File: config.mk
export PLATFORM = sky130hd
export DESIGN_NAME = convex_polygon_sat_collision
export DESIGN_NICKNAME = d
export VERILOG_FILES = /design/src/rtl/cpsat_pkg.sv /design/src/rtl/cpsat_ctrl.sv /design/src/rtl/cpsat_dp.sv /design/src/rtl/convex_polygon_sat_collision.sv
export SDC_FILE = /design/constraint.sdc
export NUM_CORES = 2
export LEC_CHECK = 0
export ABC_CLOCK_PERIOD_IN_PS = 6500
export BUFFER_PORTS_ARGS = -buffer_cell sky130_fd_sc_hd__buf_2
export CAP_MARGIN = 25
export CELL_PAD_IN_SITES_DETAIL_PLACEMENT = 1
export CELL_PAD_IN_SITES_GLOBAL_PLACEMENT = 1
export CORE_MARGIN = 2
export CORE_UTILIZATION = 41
export CTS_BUF_LIST = sky130_fd_sc_hd__clkbuf_16
export DETAILED_ROUTE_END_ITERATION = 10
export GPL_TIMING_DRIVEN = 0
export PLACE_DENSITY = 0.7
export SYNTH_ARGS = -nofsm -noshare
export SYNTH_HDL_FRONTEND = slang
export SYNTH_SLANG_ARGS = --single-unit
export TNS_END_PERCENT = 10
File: constraint.sdc
create_clock -name clk -period 6.5 [get_ports clk]
set_input_delay 0 -clock clk [delete_from_list [all_inputs] [get_ports clk]]
set_output_delay 0 -clock clk [all_outputs]
set_load 0.05 [all_outputs]
File: src/rtl/cpsat_pkg.sv
// shared types and constants for the convex polygon separating axis test
package cpsat_pkg;

    localparam int MAX_VERTICES_DEF = 16;
    localparam int COORD_BITS_DEF   = 16;
    localparam int IN_BITS          = 16;

    typedef enum logic [3:0] {
        ST_IDLE,
        ST_CHECK,
        ST_FETCH_I,
        ST_FETCH_J,
        ST_AXIS,
        ST_PROJ,
        ST_WAIT1,
        ST_WAIT2,
        ST_COMPARE,
        ST_DONE
    } state_t;

    typedef struct packed {
        logic start;
        logic fetch_i;
        logic fetch_j;
        logic cap_i;
        logic cap_axis;
        logic proj_issue;
        logic next_edge;
        logic next_side;
        logic publish;
        logic hit;
    } cmd_t;

    typedef struct packed {
        logic closes_b;
        logic empty;
        logic edge_last;
        logic side_b;
        logic proj_last;
        logic separated;
        logic out_free;
    } sts_t;

endpackage

File: src/rtl/cpsat_ctrl.sv
// sequencer for the axis walk: fetch edge, build axis, project, compare
module cpsat_ctrl (
    input  logic              clk,
    input  logic              rst_n,
    input  logic              in_valid,
    output logic              in_ready,
    input  cpsat_pkg::sts_t   sts,
    output cpsat_pkg::cmd_t   cmd
);
    import cpsat_pkg::*;

    state_t state_reg;
    state_t state_next;
    logic   hit_reg;
    logic   hit_next;

    always_ff @(posedge clk or negedge rst_n)
    begin
        if (!rst_n)
        begin
            state_reg <= ST_IDLE;
            hit_reg   <= 1'b0;
        end
        else
        begin
            state_reg <= state_next;
            hit_reg   <= hit_next;
        end
    end

    always_comb
    begin
        state_next = state_reg;
        hit_next   = hit_reg;
        cmd        = '0;
        cmd.hit    = hit_reg;
        in_ready   = 1'b0;
        case (state_reg)
            ST_IDLE:
            begin
                in_ready = 1'b1;
                if (in_valid && sts.closes_b)
                begin
                    state_next = ST_CHECK;
                end
            end
            ST_CHECK:
            begin
                if (sts.empty)
                begin
                    hit_next   = 1'b0;
                    state_next = ST_DONE;
                end
                else
                begin
                    cmd.start  = 1'b1;
                    state_next = ST_FETCH_I;
                end
            end
            ST_FETCH_I:
            begin
                cmd.fetch_i = 1'b1;
                state_next  = ST_FETCH_J;
            end
            ST_FETCH_J:
            begin
                cmd.fetch_j = 1'b1;
                cmd.cap_i   = 1'b1;
                state_next  = ST_AXIS;
            end
            ST_AXIS:
            begin
                cmd.cap_axis = 1'b1;
                state_next   = ST_PROJ;
            end
            ST_PROJ:
            begin
                cmd.proj_issue = 1'b1;
                if (sts.proj_last)
                begin
                    state_next = ST_WAIT1;
                end
            end
            ST_WAIT1:
            begin
                state_next = ST_WAIT2;
            end
            ST_WAIT2:
            begin
                state_next = ST_COMPARE;
            end
            ST_COMPARE:
            begin
                if (sts.separated)
                begin
                    hit_next   = 1'b0;
                    state_next = ST_DONE;
                end
                else if (sts.edge_last && sts.side_b)
                begin
                    hit_next   = 1'b1;
                    state_next = ST_DONE;
                end
                else if (sts.edge_last)
                begin
                    cmd.next_side = 1'b1;
                    state_next    = ST_FETCH_I;
                end
                else
                begin
                    cmd.next_edge = 1'b1;
                    state_next    = ST_FETCH_I;
                end
            end
            ST_DONE:
            begin
                if (sts.out_free)
                begin
                    cmd.publish = 1'b1;
                    state_next  = ST_IDLE;
                end
            end
            default:
            begin
                state_next = ST_IDLE;
            end
        endcase
    end

endmodule

File: src/rtl/cpsat_dp.sv
// vertex stores, append bookkeeping, projection pipeline and result register
module cpsat_dp #(
    parameter int MAX_VERTICES = cpsat_pkg::MAX_VERTICES_DEF,
    parameter int COORD_BITS   = cpsat_pkg::COORD_BITS_DEF
) (
    input  logic                                 clk,
    input  logic                                 rst_n,
    input  logic                                 in_accept,
    input  logic                                 func,
    input  logic signed [cpsat_pkg::IN_BITS-1:0] vertex_x,
    input  logic signed [cpsat_pkg::IN_BITS-1:0] vertex_y,
    input  logic                                 last_vertex,
    input  logic                                 out_ready,
    output logic                                 out_valid,
    output logic                                 collide,
    output logic                                 empty_polygon,
    output logic                                 vertex_overflow,
    input  cpsat_pkg::cmd_t                      cmd,
    output cpsat_pkg::sts_t                      sts
);
    import cpsat_pkg::*;

    localparam int C   = COORD_BITS;
    localparam int AW  = $clog2(MAX_VERTICES);
    localparam int CW  = $clog2(MAX_VERTICES + 1);
    localparam int AXW = C + 1;
    localparam int PW  = 2 * C + 1;
    localparam int SW  = 2 * C + 2;

    // vertex stores, word = {y, x}
    logic [2*C-1:0] mem_a [MAX_VERTICES];
    logic [2*C-1:0] mem_b [MAX_VERTICES];
    logic [2*C-1:0] rd_a_reg;
    logic [2*C-1:0] rd_b_reg;

    logic [CW-1:0] cnt_a_reg;
    logic [CW-1:0] cnt_b_reg;
    logic          closed_a_reg;
    logic          closed_b_reg;
    logic          ov_a_reg;
    logic          ov_b_reg;

    // append path
    logic signed [31:0] x_ext;
    logic signed [31:0] y_ext;
    logic [2*C-1:0]     wr_word;
    logic [CW-1:0]      cnt_cur;
    logic [CW-1:0]      cnt_eff;
    logic               closed_cur;
    logic               room;

    assign x_ext      = 32'(vertex_x);
    assign y_ext      = 32'(vertex_y);
    assign wr_word    = {y_ext[C-1:0], x_ext[C-1:0]};
    assign cnt_cur    = func ? cnt_b_reg : cnt_a_reg;
    assign closed_cur = func ? closed_b_reg : closed_a_reg;
    assign cnt_eff    = closed_cur ? '0 : cnt_cur;
    assign room       = cnt_eff < CW'(MAX_VERTICES);

    always_ff @(posedge clk or negedge rst_n)
    begin
        if (!rst_n)
        begin
            cnt_a_reg    <= '0;
            cnt_b_reg    <= '0;
            closed_a_reg <= 1'b1;
            closed_b_reg <= 1'b1;
            ov_a_reg     <= 1'b0;
            ov_b_reg     <= 1'b0;
        end
        else if (in_accept)
        begin
            if (func)
            begin
                cnt_b_reg    <= room ? cnt_eff + CW'(1) : cnt_eff;
                ov_b_reg     <= (ov_b_reg & ~closed_b_reg) | ~room;
                closed_b_reg <= last_vertex;
            end
            else
            begin
                cnt_a_reg    <= room ? cnt_eff + CW'(1) : cnt_eff;
                ov_a_reg     <= (ov_a_reg & ~closed_a_reg) | ~room;
                closed_a_reg <= last_vertex;
            end
        end
    end

    // walk counters
    logic          side_reg;
    logic [CW-1:0] edge_i_reg;
    logic [CW-1:0] proj_k_reg;
    logic [CW-1:0] n_side;
    logic [CW-1:0] edge_inc;
    logic [CW-1:0] edge_j;
    logic [CW-1:0] n_max;
    logic [CW-1:0] rd_addr;

    assign n_side   = side_reg ? cnt_b_reg : cnt_a_reg;
    assign edge_inc = edge_i_reg + CW'(1);
    assign edge_j   = (edge_inc == n_side) ? '0 : edge_inc;
    assign n_max    = (cnt_a_reg > cnt_b_reg) ? cnt_a_reg : cnt_b_reg;

    always_comb
    begin
        if (cmd.fetch_i)
        begin
            rd_addr = edge_i_reg;
        end
        else if (cmd.fetch_j)
        begin
            rd_addr = edge_j;
        end
        else
        begin
            rd_addr = proj_k_reg;
        end
    end

    always_ff @(posedge clk)
    begin
        if (in_accept && room && !func)
        begin
            mem_a[cnt_eff[AW-1:0]] <= wr_word;
        end
        if (in_accept && room && func)
        begin
            mem_b[cnt_eff[AW-1:0]] <= wr_word;
        end
        rd_a_reg <= mem_a[rd_addr[AW-1:0]];
        rd_b_reg <= mem_b[rd_addr[AW-1:0]];
    end

    // edge vertices and axis
    logic [2*C-1:0]        rd_edge;
    logic [2*C-1:0]        vi_reg;
    logic signed [C-1:0]   vi_x;
    logic signed [C-1:0]   vi_y;
    logic signed [C-1:0]   vj_x;
    logic signed [C-1:0]   vj_y;
    logic signed [AXW-1:0] axis_x_reg;
    logic signed [AXW-1:0] axis_y_reg;

    assign rd_edge = side_reg ? rd_b_reg : rd_a_reg;
    assign vi_x    = vi_reg[C-1:0];
    assign vi_y    = vi_reg[2*C-1:C];
    assign vj_x    = rd_edge[C-1:0];
    assign vj_y    = rd_edge[2*C-1:C];

    always_ff @(posedge clk)
    begin
        if (cmd.cap_i)
        begin
            vi_reg <= rd_edge;
        end
        if (cmd.cap_axis)
        begin
            // perpendicular of the edge: (-ey, ex)
            axis_x_reg <= AXW'(vi_y) - AXW'(vj_y);
            axis_y_reg <= AXW'(vj_x) - AXW'(vi_x);
        end
    end

    always_ff @(posedge clk or negedge rst_n)
    begin
        if (!rst_n)
        begin
            side_reg   <= 1'b0;
            edge_i_reg <= '0;
            proj_k_reg <= '0;
        end
        else
        begin
            if (cmd.start)
            begin
                side_reg   <= 1'b0;
                edge_i_reg <= '0;
            end
            else if (cmd.next_side)
            begin
                side_reg   <= 1'b1;
                edge_i_reg <= '0;
            end
            else if (cmd.next_edge)
            begin
                edge_i_reg <= edge_inc;
            end
            if (cmd.cap_axis)
            begin
                proj_k_reg <= '0;
            end
            else if (cmd.proj_issue)
            begin
                proj_k_reg <= proj_k_reg + CW'(1);
            end
        end
    end

    // projection pipeline: read, multiply, sum and min/max
    logic                 v1a_reg;
    logic                 v1b_reg;
    logic                 v2a_reg;
    logic                 v2b_reg;
    logic                 have_a_reg;
    logic                 have_b_reg;
    logic signed [C-1:0]  ra_x;
    logic signed [C-1:0]  ra_y;
    logic signed [C-1:0]  rb_x;
    logic signed [C-1:0]  rb_y;
    logic signed [PW-1:0] pax_reg;
    logic signed [PW-1:0] pay_reg;
    logic signed [PW-1:0] pbx_reg;
    logic signed [PW-1:0] pby_reg;
    logic signed [SW-1:0] da;
    logic signed [SW-1:0] db;
    logic signed [SW-1:0] lo_a_reg;
    logic signed [SW-1:0] hi_a_reg;
    logic signed [SW-1:0] lo_b_reg;
    logic signed [SW-1:0] hi_b_reg;

    assign ra_x = rd_a_reg[C-1:0];
    assign ra_y = rd_a_reg[2*C-1:C];
    assign rb_x = rd_b_reg[C-1:0];
    assign rb_y = rd_b_reg[2*C-1:C];
    assign da   = SW'(pax_reg) + SW'(pay_reg);
    assign db   = SW'(pbx_reg) + SW'(pby_reg);

    always_ff @(posedge clk or negedge rst_n)
    begin
        if (!rst_n)
        begin
            v1a_reg    <= 1'b0;
            v1b_reg    <= 1'b0;
            v2a_reg    <= 1'b0;
            v2b_reg    <= 1'b0;
            have_a_reg <= 1'b0;
            have_b_reg <= 1'b0;
        end
        else
        begin
            v1a_reg <= cmd.proj_issue && (proj_k_reg < cnt_a_reg);
            v1b_reg <= cmd.proj_issue && (proj_k_reg < cnt_b_reg);
            v2a_reg <= v1a_reg;
            v2b_reg <= v1b_reg;
            if (cmd.cap_axis)
            begin
                have_a_reg <= 1'b0;
                have_b_reg <= 1'b0;
            end
            else
            begin
                have_a_reg <= have_a_reg | v2a_reg;
                have_b_reg <= have_b_reg | v2b_reg;
            end
        end
    end

    always_ff @(posedge clk)
    begin
        pax_reg <= PW'(ra_x) * PW'(axis_x_reg);
        pay_reg <= PW'(ra_y) * PW'(axis_y_reg);
        pbx_reg <= PW'(rb_x) * PW'(axis_x_reg);
        pby_reg <= PW'(rb_y) * PW'(axis_y_reg);
        if (v2a_reg)
        begin
            if (!have_a_reg || da < lo_a_reg)
            begin
                lo_a_reg <= da;
            end
            if (!have_a_reg || da > hi_a_reg)
            begin
                hi_a_reg <= da;
            end
        end
        if (v2b_reg)
        begin
            if (!have_b_reg || db < lo_b_reg)
            begin
                lo_b_reg <= db;
            end
            if (!have_b_reg || db > hi_b_reg)
            begin
                hi_b_reg <= db;
            end
        end
    end

    // result register
    logic out_valid_reg;
    logic collide_reg;
    logic empty_reg;
    logic overflow_reg;
    logic empty_w;

    assign empty_w = (cnt_a_reg == '0) || (cnt_b_reg == '0);

    always_ff @(posedge clk or negedge rst_n)
    begin
        if (!rst_n)
        begin
            out_valid_reg <= 1'b0;
        end
        else if (cmd.publish)
        begin
            out_valid_reg <= 1'b1;
        end
        else if (out_ready)
        begin
            out_valid_reg <= 1'b0;
        end
    end

    always_ff @(posedge clk)
    begin
        if (cmd.publish)
        begin
            collide_reg  <= cmd.hit;
            empty_reg    <= empty_w;
            overflow_reg <= ov_a_reg | ov_b_reg;
        end
    end

    assign out_valid       = out_valid_reg;
    assign collide         = collide_reg;
    assign empty_polygon   = empty_reg;
    assign vertex_overflow = overflow_reg;

    assign sts.closes_b  = func & last_vertex;
    assign sts.empty     = empty_w;
    assign sts.edge_last = (edge_inc == n_side);
    assign sts.side_b    = side_reg;
    assign sts.proj_last = (proj_k_reg == n_max - CW'(1));
    assign sts.separated = (hi_a_reg < lo_b_reg) || (hi_b_reg < lo_a_reg);
    assign sts.out_free  = ~out_valid_reg | out_ready;

endmodule

File: src/rtl/convex_polygon_sat_collision.sv
// separating axis collision test for two convex polygons, top level
//
//  channel | signals                                        | moves
//  --------+------------------------------------------------+------------------------------
//  in      | in_valid in_ready func vertex_x vertex_y       | one vertex request per accept
//          | last_vertex                                    |
//  out     | out_valid out_ready collide empty_polygon      | one result per closed polygon B
//          | vertex_overflow                                |
//
// a request that closes b starts the test and holds in_ready low until the
// result is loaded into the output register
// each axis is one pass over max(na, nb) vertices through the single projection pipe,
// up to na + nb axes, with an early exit on the first separating axis
// reset clears counts, flags and the sequencer; vertex stores need no clearing
// a result may wait in the output register while new vertices are accepted
module convex_polygon_sat_collision #(
    parameter int MAX_VERTICES = cpsat_pkg::MAX_VERTICES_DEF,
    parameter int COORD_BITS   = cpsat_pkg::COORD_BITS_DEF
) (
    input  logic                                 clk,
    input  logic                                 rst_n,
    input  logic                                 in_valid,
    output logic                                 in_ready,
    input  logic                                 func,
    input  logic signed [cpsat_pkg::IN_BITS-1:0] vertex_x,
    input  logic signed [cpsat_pkg::IN_BITS-1:0] vertex_y,
    input  logic                                 last_vertex,
    output logic                                 out_valid,
    input  logic                                 out_ready,
    output logic                                 collide,
    output logic                                 empty_polygon,
    output logic                                 vertex_overflow
);
    import cpsat_pkg::*;

    cmd_t cmd;
    sts_t sts;
    logic in_accept;

    assign in_accept = in_valid & in_ready;

    cpsat_ctrl u_ctrl (
        .clk      (clk),
        .rst_n    (rst_n),
        .in_valid (in_valid),
        .in_ready (in_ready),
        .sts      (sts),
        .cmd      (cmd)
    );

    cpsat_dp #(
        .MAX_VERTICES (MAX_VERTICES),
        .COORD_BITS   (COORD_BITS)
    ) u_dp (
        .clk             (clk),
        .rst_n           (rst_n),
        .in_accept       (in_accept),
        .func            (func),
        .vertex_x        (vertex_x),
        .vertex_y        (vertex_y),
        .last_vertex     (last_vertex),
        .out_ready       (out_ready),
        .out_valid       (out_valid),
        .collide         (collide),
        .empty_polygon   (empty_polygon),
        .vertex_overflow (vertex_overflow),
        .cmd             (cmd),
        .sts             (sts)
    );

    // a result is only loaded when the output register can take it
    a_publish_free: assert property (@(posedge clk) disable iff (!rst_n)
        cmd.publish |-> sts.out_free)
        else $error("result loaded over a pending one");

    // no vertex request is taken while the stores are being walked
    a_busy_no_accept: assert property (@(posedge clk) disable iff (!rst_n)
        (cmd.fetch_i || cmd.fetch_j || cmd.cap_axis || cmd.proj_issue) |-> !in_ready)
        else $error("request accepted during test");

    // an empty polygon never reports a collision
    a_empty_no_hit: assert property (@(posedge clk) disable iff (!rst_n)
        (out_valid && empty_polygon) |-> !collide)
        else $error("collision reported for empty polygon");

    // a request closing b is followed by the test sequence
    a_close_starts: assert property (@(posedge clk) disable iff (!rst_n)
        (in_accept && func && last_vertex) |=> !in_ready)
        else $error("test did not start after b closed");

endmodule

After elaboration in Yosys (flattened, before gate mapping):

Memories as Yosys holds them, arrays and structs flattened. A register that Yosys moved wholly into a read port is not among the register bits.
Index checks and enable logic that the tools add are counted.

* multipliers: 4
* add/subtract/negate cells: 8
* reduce and logical (&&, ||, !) cells: 32
* $lt $le $gt $ge: 10
* eq/ne operators: 16
* mux-type cells: 50
* bitwise gates (word level): 15

Operators with widths (number)
* 34-bit < comparator: 4
* 16-bit by 17-bit multiplier with 33-bit output: 4
* 33-bit by 33-bit adder with 34-bit output: 2
* 34-bit greater-than comparator: 2
* 5-bit two-way mux: 10
* 4-bit one-hot mux with 10 select lines: 1
* 4-bit two-way mux: 9
* 16-bit by 16-bit subtractor with 17-bit output: 2
* 32-bit two-way mux: 1
* 1-bit two-way mux: 24
* 4-bit by 3-bit == test with 1-bit output (second input constant): 4
* 5-bit by 1-bit adder with 5-bit output (second input constant): 3
* 2-bit AND reduction: 6
* 5-bit == test: 2
* 5-bit logical NOT: 2
* 5-bit < comparator: 2
* 4-bit by 2-bit == test with 1-bit output (second input constant): 2
* 4-bit == test (second input constant): 2
* 2-bit two-way mux: 4
* 2-bit nonzero test: 4
* 1-bit logical AND: 7
* 1-bit logical OR: 6
* 1-bit bitwise OR: 6
* 3-bit AND reduction: 2
* other kinds (13): 24

* word-level logic and storage cells: 169
* memories: 2
* flip-flop bits (word level): 374
* memory bits (writable): 1024
* output and inout bits: 5

Memories
* u_dp.mem_a: words 16, width 32, rd ports 1, clocked after Yosys merged registers in 1, wr ports 1, RTL line cpsat_dp.sv:31 `logic [2*C-1:0] mem_a [MAX_VERTICES];`
* u_dp.mem_b: words 16, width 32, rd ports 1, clocked after Yosys merged registers in 1, wr ports 1, RTL line cpsat_dp.sv:32 `logic [2*C-1:0] mem_b [MAX_VERTICES];`

Depth between registers and ports, before layout:

* depth after elaboration: 9
* depth in mapped cells: 26
* depth with buffers taken out: 24

Hierarchy:

Synthesis repeated with hierarchy kept, for this count alone.

* cells, all modules: 9621
* area, all modules: 103496.8 sq um

Modules (own cells, without submodules)
* cpsat_dp: sequential area each 41632.4 sq um, times used 1, cells an instance 9569, area an instance 103077.6 sq um
* cpsat_ctrl: sequential area each 125.1 sq um, times used 1, cells an instance 51, area an instance 412.9 sq um
* convex_polygon_sat_collision: sequential area each 0.0 sq um, times used 1, cells an instance 1, area an instance 6.3 sq um

Worst setup path before layout:

OpenSTA, ideal clock, no wires.

* path type: reg-to-reg
* start point: register u_dp.pby_reg[6]
* end point: register u_dp.lo_b_reg[0] (enable)
* path slack: 0.292 ns
* cell stages (with the launch flop): 22
* period minus slack after synthesis: 6.208 ns
* path buffers: 0
* data arrival time: 5.763 ns
* required time: 6.055 ns
* path through: dfxtp_1 -> ha_1 -> a2111oi_0 -> o21ai_1 -> a31o_1 -> a31o_1 -> a211oi_1 -> nor2_1 -> or4_1 -> a211o_1 -> nand3_1 -> ha_1 -> a21o_1 -> a21o_1 -> a21o_1 -> a21oi_1 -> nor2b_1 -> o21ai_0 -> nand2b_1 -> a21oi_1 -> o2bb2ai_1 -> a41oi_1

* word-level cells in the longest chain between the ends: 4

RTL lines
* from (decl): RTL line cpsat_dp.sv:212 `logic signed [PW-1:0] pby_reg;`
* from (signal assigned): RTL line cpsat_dp.sv:262 `pby_reg <= PW'(rb_y) * PW'(axis_y_reg);`
* 33-bit by 33-bit adder with 34-bit output: RTL line cpsat_dp.sv:225 `assign db = SW'(pbx_reg) + SW'(pby_reg);`
* via u_dp.db[19]: RTL line cpsat_dp.sv:214 `logic signed [SW-1:0] db;`
* 34-bit < comparator: RTL line cpsat_dp.sv:276 `if (!have_b_reg || db < lo_b_reg)`
* 1-bit logical OR: RTL line cpsat_dp.sv:276
* 2-bit AND reduction (no source line)
* to (signal assigned): RTL line cpsat_dp.sv:278 `lo_b_reg <= db;`
* to (decl): RTL line cpsat_dp.sv:217 `logic signed [SW-1:0] lo_b_reg;`

The timed path passes the listed nets, and every way through them passes these cells.
A chain may end at the register's enable or synchronous reset.

Worst setup path in the final report:

* start point: register u_dp.axis_y_reg[11]
* end point: register u_dp.pby_reg[31]

* word-level cells in the longest chain between the ends: 1

RTL lines
* from (decl): RTL line cpsat_dp.sv:141 `logic signed [AXW-1:0] axis_y_reg;`
* from (signal assigned): RTL line cpsat_dp.sv:159 `axis_y_reg <= AXW'(vj_x) - AXW'(vi_x);`
* 16-bit by 17-bit multiplier with 33-bit output: RTL line cpsat_dp.sv:262

No other way between the ends.

==> impl_metrics.yaml <==
sta:
  finClkSkew_ps: 77.6
  fin_crit_sh: 1.05
  slew_violations: 0
  fmax_ghz: 0.147
  setup_slack_ps: -301
  setup-tns-final_ps: -4020
  hold_violations: 0
  tightest_slew_ps: 1080
  relSlewSlack: 0.275
  setup-violations-final: 25
  rsz0062_at_grt: "true"
  fin_crit_ps: 6800
worst_setup_path:
  critPathTopFamily: "adder cells"
  cp.depth: 24
  ff2ff_path_depth: 24
  path_cells: "buf_4 > clkbuf_8 > nand2_1 > fa_1 > fa_2 > fa_1 > inv_1 > fa_1 > fa_1 > inv_1 > fa_1 > inv_1 > ha_4 > a21oi_1 > nor2_1 > o211ai_1 > a31oi_4 > o31ai_4 > buf_6 > o21ai_4 > a311o_1 > a41o_1 > a21oi_2 > xnor2_2"
  cpMostUsedCell: "fa_1"
  critPathBufInv: 6
  cp_data_arrival_time_ps: 7460
  crit_end: "u_dp.pby_reg[31]"
  r2r_start: "u_dp.axis_y_reg[11]"
  crit_path_max_incr_delay_ps: 600
  path_max_fanout: 10
  required_ps: 7160
  crit_slowest_cell: "fa_1"
  criticalPathCategory: "flop to flop"
  reg2reg_slack_ps: -300
  critical_path.startpoint: "u_dp.axis_y_reg[11]"
  r2r-end: "u_dp.pby_reg[31]"
  end_kind: "flop"
  cp-start-kind: "flop"
global_route:
  grt_antenna_before_repair: 36
  grt_max_degree: 36
  grt_pass1_vias: 76600
  grt_pass1_wl_um: 490000
  grt_use_total: 0.255
  grt_overflow: 0
floorplanning:
  ios: 43
  dieArea_sq_um: 260000
  start_util: 0.413
  core_area_sq_um: 254000
  die_w_um: 510
  rows: 185
  die_h_um: 510
min_path:
  hp-start: "last_vertex"
  hp-class: "input pin to flop"
logic_synthesis:
  synth_edf_count: 1229
  synth_warnings: 0
  syn_nets: 10500
  syn_inst: 8736
  syn_avg_cell_area_sq_um: 12.0
  synth_most_common_cell: "inv_1"
  synth_seq_area_share: 0.398
  synth_top_area_frac: 0.352
  synth_ff_type: "edfxtp_1"
  async_reset_ff_frac: 0.0253
  synth_top_area_cell: "edfxtp_1"
  ys_seq_elements: 1462
  syn_area_sq_um: 105000
  netlist_top_cells_count: "inv_1 (1,446), edfxtp_1 (1,229), fa_1 (1,108), mux2i_1 (991), ha_1 (654)"
  synth.area.top_cells: "edfxtp_1 (35%), fa_1 (21%), mux2i_1 (9.5%), ha_1 (7.8%), inv_1 (5.2%)"
  synth_cell_type_count: 86
clock_network:
  cts_num_sinks: 1462
  cts_tree: "built"
  cts_buffers: 155
  clock-root-buffer: "clkbuf_16"
  clkTransAtPathRegs_ps: 60
  htree_levels: 4
  clockBufferDepth: 3
  insertion_delay_ps: 850
drt:
  routedWlPerCell_um: 26.0
  viasPerCell: 5.38
  vias: 68400
  drc_errors: 0
  ant_nets: 0
  wirelength_um: 331000
  first_pass_iters: 8
  first_iter_violations: 4195
finish:
  layout.nets: 11000
  drive_gt1_frac: 0.121
  syn2layout_area_growth_pct: 14.7
run_status:
  failed_checks: "negative setup slack"
  status: "finished, violations left"
place:
  port_buffers: 41
  gp_congestion: 0.945
  hpwl_um: 247000
job:
  drv_cap: 0
==> tightest hold or removal path, stage by stage <==
cell and delay (ps):
dlygate4sd3_1 580, buf_2 160, mux2_2 150
==> repair_timing <==
item	CTS	global route
hold buffers	40	0
resized for setup	597	238
endpoints found under the setup margin	72	111
gates cloned	0	1
buffers inserted	122	53
pin swaps	92	133
endpoints found under the hold margin	1081	0
==> per-layer routing <==
metal | vias up | GRT usage | share of wire
met5 | - | 0 | 0.00015
met4 | 8 | 0.103 | 0.046
met3 | 635 | 0.0392 | 0.056
met2 | 1956 | 0.437 | 0.49
met1 | 35900 | 0.322 | 0.41
li1 | 29900 | - | -
==> worst min-delay path by stage <==
stage                        endpoint  slack (ps)  depth (start not counted)
floorplan              u_ctrl.hit_reg        -300                          0
global placement         u_dp.v2b_reg         240                          1
detailed placement       u_dp.v2b_reg         250                          1
CTS                    u_dp.out_valid          90                          4
global route        u_dp.closed_a_reg         120                          3
finish              u_dp.closed_a_reg         120                          3
==> layout make-up <==
cell class	instances	area, sq um
Clock inverter	132	1190
Multi-Input combinational cell	5508	57800
Buffer	288	2430
Tap cell	3366	4210
Antenna cell	47	118
Clock buffer	157	3930
Fill cell	26300	134000
Timing Repair Buffer	315	3320
Sequential cell	1462	41900
Inverter	1446	5430
==> cells by family (layout without fill, tap and decap cells) <==
family / after synthesis / count (layout) / share of synthesized area
buffers and inverters: 1766 / 2338 / 0.0660
adder cells (fa/ha/maj): 1762 / 1762 / 0.289
AND/OR/NAND/NOR: 1760 / 1760 / 0.0835
flip-flops: 1462 / 1462 / 0.398
multiplexers: 1012 / 1012 / 0.0968
AO/OA/AOI/OAI: 736 / 736 / 0.0466
XOR/XNOR: 238 / 238 / 0.0199
other: 0 / 47 / 0
==> per-stage QoR <==
| step | setup slack, ps | std cells | hold slack (ps) | cell area [sq um] | util |
|---|---|---|---|---|---|
| finish | -301 | 12700 | 116 | 120000 | 0.473 |
| global placement | -2760 | 12100 | 235 | 109000 | 0.430 |
| global route | -462 | 12700 | 121 | 120000 | 0.473 |
| detailed placement | -1970 | 12200 | 255 | 111000 | 0.435 |
| floorplan | 292 | 8736 | -296 | 105000 | - |
| CTS | -345 | 12600 | 87.3 | 119000 | 0.468 |
==> cells in the final DEF (no fill, tap or decap), drive strengths merged, types with 49 or more instances in the layout <==
master	count
ha	654
nand3	58
mux2i	991
nand2	635
buf	423
a21o	149
xnor2	184
o21ai	138
edfxtp	1229
a21oi	203
xor2	54
fa	1108
nor2	233
nand4	53
nand2b	65
inv	1491
clkinv	71
clkbuf	298
nor3	49
and2	545
dfxtp	196
Power is not shown: default switching activity piles up to over one toggle a cycle in this logic, so the estimate is an artifact.
